===== src/rtl/bpa_pkg.sv =====
// Shared types and constants for the buddy page allocator.
`timescale 1ns / 1ps
package bpa_pkg;
  localparam int NUM_PAGES = 4096;
  localparam int TOP_ORDER = 10;
  localparam int PW = $clog2(NUM_PAGES);
  localparam int LW = PW + 1;
  localparam int OW = 4;
  localparam int CW = 13;
  localparam int NL = TOP_ORDER + 1;
  localparam logic [LW-1:0] LINK_NONE = LW'(NUM_PAGES);
  localparam logic [CW-1:0] COUNT_MAX = '1;

  localparam logic [1:0] ST_OK = 2'd0;
  localparam logic [1:0] ST_BIG = 2'd1;
  localparam logic [1:0] ST_NOBLK = 2'd2;

  typedef struct packed {
    logic          kind;
    logic [OW-1:0] order;
    logic [PW-1:0] page;
  } req_t;

  typedef struct packed {
    logic          granted;
    logic [PW-1:0] block_page;
    logic [1:0]    status;
    logic [CW-1:0] free_total;
  } rsp_t;
endpackage


===== src/rtl/bpa_front.sv =====
// Request front end: two-entry request queue.
`timescale 1ns / 1ps
module bpa_front import bpa_pkg::*; (
  input  logic          clk,
  input  logic          rst_n,
  input  logic          in_valid,
  output logic          in_stall,
  input  logic          in_kind,
  input  logic [OW-1:0] in_order,
  input  logic [PW-1:0] in_page_index,
  output logic          q_valid,
  output req_t          q_req,
  input  logic          q_take
);
  req_t       mem_r [2];
  logic       wp_r, rp_r;
  logic [1:0] cnt_r;
  logic       push;

  assign in_stall = (cnt_r == 2'd2);
  assign push = in_valid && !in_stall;
  assign q_valid = (cnt_r != 2'd0);
  assign q_req = mem_r[rp_r];

  // Store accepted transactions
  always_ff @(posedge clk) begin
    if (push) mem_r[wp_r] <= '{kind: in_kind, order: in_order, page: in_page_index};
  end

  // Advance pointers and count
  always_ff @(posedge clk) begin
    if (!rst_n) begin
      wp_r <= 1'b0;
      rp_r <= 1'b0;
      cnt_r <= 2'd0;
    end else begin
      if (push) wp_r <= ~wp_r;
      if (q_take) rp_r <= ~rp_r;
      cnt_r <= cnt_r + {1'b0, push} - {1'b0, q_take};
    end
  end
endmodule


===== config.mk =====
export PLATFORM = sky130hd
export DESIGN_NAME = bpa_front
export DESIGN_NICKNAME = d
export VERILOG_FILES = /design/src/rtl/bpa_pkg.sv /design/src/rtl/bpa_front.sv
export SDC_FILE = /design/constraint.sdc
export NUM_CORES = 1
export LEC_CHECK = 0
export BUFFER_PORTS_ARGS = -buffer_cell sky130_fd_sc_hd__buf_2
export CAP_MARGIN = 20
export CELL_PAD_IN_SITES_DETAIL_PLACEMENT = 1
export CELL_PAD_IN_SITES_GLOBAL_PLACEMENT = 2
export CORE_ASPECT_RATIO = 0.6
export CORE_UTILIZATION = 39
export DETAILED_ROUTE_END_ITERATION = 16
export GPL_ROUTABILITY_DRIVEN = 0
export PLACE_DENSITY_LB_ADDON = 0.1
export SYNTH_ARGS = -nofsm -noshare
export SYNTH_HDL_FRONTEND = slang
export SYNTH_SLANG_ARGS = --single-unit

===== constraint.sdc =====
create_clock -name clk -period 3.3 [get_ports clk]
set_clock_uncertainty 0.2 [all_clocks]
set_input_delay 0.165 -clock clk [delete_from_list [all_inputs] [get_ports clk]]
set_output_delay 0.165 -clock clk [all_outputs]
set_load 0.02 [all_outputs]

==> flow_summary_export.csv <==
group,metric,value,unit
floorplanning,die_w,82.3,um
floorplanning,num_io_pins,40,
synth,synth_nets,101,
drt,vias_per_cell,4.48,
synth,ys_types,17,
drt,wire_per_inst,13.5,um
clocking,cts_htree_levels,2,
clocking,post_cts_resized,0,
sta,slew_viol_final,0,
clocking,cts_sinks,39,
setup_path,crit_path_max_fanout,17,
drt,vias,843,
synth,ys_ff_latch,39,
drt,drtIter0Drc,13,
sta,setup_viol,0,
floorplanning,start_util,41.0,%
cells_and_area,layout.nets,163,
power_and_ir_drop,p_switching,350,uW
setup_path,crit_arrival,1820,ps
global_route,grt_max_degree,18,
power_and_ir_drop,pwr-share-seq,48.6,%
global_route,grt_pass1_wl,4120,um
floorplanning,fp.coreArea,3680,sq um
global_route,grt_pass1_vias,899,
clocking,clkTransAtPathRegs,70,ps
power_and_ir_drop,p_comb_share,21.8,%
drt,routed_wl,2540,um
cells_and_area,final_common_cell,"buf_2",
global_route,antenna_found_initial,0,
synth,yosys_warnings,0,
setup_path,r2r_slack,1400,ps
cells_and_area,nFillCells,375,
cells_and_area,drive_above_1_share,46.8,%
sta,tns,0,ps
sta,fmax,0.458,GHz
clocking,cts_tree,"built",
sta,post-route-period-util,66.1,%
cells_and_area,antenna-diode-count,0,
setup_path,cpPeakStageDelay,960,ps
synth,seq_area_frac_synth,74.4,%
sta,period_needed,2180,ps
min_path,min_path_type,"in2reg",
sta,tightest_slew,961,ps
power_and_ir_drop,p_int,1.00,mW
setup_path,crit_required,2930,ps
place,port_buffers,39,
clocking,post-cts-setup-buffers,0,
setup_path,cp_num_buf_inv,1,
clocking,cts_root_buffer,"clkbuf_8",
floorplanning,die_h,50.2,um
cells_and_area,area_growth,34.7,%
clocking,clk_path_buf_depth,2,
floorplanning,fp-row-count,17,
global_route,grt.overflow.total,0,
synth,synth_area,1510,sq um
power_and_ir_drop,power_density,667,nW/um^2
setup_path,critical_path_class,"reg2out",
drt,drcViolationCount,0,
job,drv_cap,0,
setup_path,critPathTopFamily,"flip-flops",
synth,syn_area_per_cell,19.3,sq um
setup_path,cp_slowest_cell,"dfxtp_1",
setup_path,cp_cell_sequence,"mux2_2, buf_2",
place,placedCellCount,162,
status,status,"finished clean",
clocking,numCtsBuffers,5,
sta,hold_viol,0,
power_and_ir_drop,pwr-share-clk,29.6,%
setup_path,worstSetupStartpointType,"register",
drt,ant_nets,0,
power_and_ir_drop,power.leakage,0.834,nW
setup_path,end_kind,"primary output",
power_and_ir_drop,ir_drop,0.000424,V
sta,rsz0062_at_grt,"no",
place,dp_hpwl,1560,um
global_route,track_usage,14.8,%
floorplanning,die-area,4130,sq um
drt,dr.pass1.iters,4,
synth,syn_inst,78,
cells_and_area,final_cell_mix,"buf_2 (39), edfxtp_1 (34), dlygate4sd3_1 (18)",
clocking,clk_latency,280,ps
power_and_ir_drop,p_total,1.35,mW
cells_and_area,final_cells,188,
sta,slew_headroom,35.8,%
power_and_ir_drop,p_sw_share,25.9,%
[worst paths after layout]
check,from,end,cells past startpoint
min reg2reg,wp_r$_SDFFE_PN0P_,wp_r$_SDFFE_PN0P_,2
min,q_take,rp_r$_SDFFE_PN0P_,3
max reg2reg,cnt_r[0]$_SDFF_PN0_,mem_r[0][16]$_DFFE_PP_,3
max,register,q_req[1],2
[cells in the mapped netlist, drive strengths merged]
library cell   n  area share [%]
edfxtp        34              68
mux2          17              15
dfxtp          5             6.6
nor2           4             1.0
inv            3            0.75
buf            2             2.1
ha             2             1.7
nand2          2            0.50
nand2b         2            0.83
xnor2          2             1.2
and2           1            0.42
and3           1            0.42
mux2i          1            0.66
or2            1            0.42
xor2           1            0.58
[through the flow]
stage          hold slack (ps)  setup slack, ps  util, %  cell area [sq um]
2_1_floorplan             63.9             1420        -               1510
3_3_place_gp               154             1380     47.1               1730
3_5_place_dp               159             1350     47.1               1730
4_1_cts                   9.01             1050     55.2               2030
5_1_grt                   21.5              984     55.2               2030
6_report                  12.5             1120     55.2               2030
[state kept, by name, indices dropped and copies added (netlist names), named ones only]
signal and flops:
cnt_r 2, mem_r 34, rp_r 1, wp_r 1
[power groups by stage]
stage / clock network [mW] / registers (mW) / logic, mW
5_1_grt: 0.435 / 0.667 / 0.327
3_5_place_dp: 0 / 0.670 / 0.283
3_3_place_gp: 0 / 0.667 / 0.280
6_report: 0.400 / 0.659 / 0.295
4_1_cts: 0.416 / 0.660 / 0.301
2_1_floorplan: 0 / 0.651 / 0.216
[what timing repair did]
| action | in CTS | in global routing |
|---|---|---|
| hold buffers | 18 | 0 |
| setup endpoints to repair | 0 | 0 |
| endpoints found under the hold margin | 38 | 0 |
[kinds of logic (layout without fill, tap and decap cells)]
logic type                 count (synthesis)  count (layout)  synth area share [%]
DFF                                       39              39                  74.4
muxes                                     18              18                  15.9
and+or+nand+nor                           11              11                  3.57
buffers and inverters                      5              68                  2.82
xor gates and xnor gates                   3               3                  1.74
adders and majority gates                  2               2                  1.66
[final cells by class]
type / instances / area (sq um) / area share, %
Sequential cell: 39 / 1120 / 55.2
Timing Repair Buffer: 57 / 375 / 18.5
Multi-Input combinational cell: 34 / 347 / 17.1
Clock buffer: 6 / 82.6 / 4.07
Tap cell: 47 / 58.8 / 2.90
Clock inverter: 2 / 35.0 / 1.73
Inverter: 3 / 11.3 / 0.555
[worst min-delay path, delay by kind of cell]
kind / cells / cell delay (ps)
AND/OR/NAND/NOR: 1 / 90
buffers and inverters: 1 / 110
XOR/XNOR: 1 / 90
[per-layer routing]
| layer | share of wire (%) | routed length (um) | GRT usage [%] | vias to the layer above |
|---|---|---|---|---|
| li1 | - | - | - | 408 |
| met1 | 43 | 1090 | 16.9 | 412 |
| met2 | 52 | 1330 | 24.5 | 23 |
| met3 | 4.8 | 123 | 7.64 | 0 |
| met4 | 0 | 0 | 3.51 | 0 |
| met5 | 0 | 0 | 0 | - |
(Power assumes the default switching activity.)
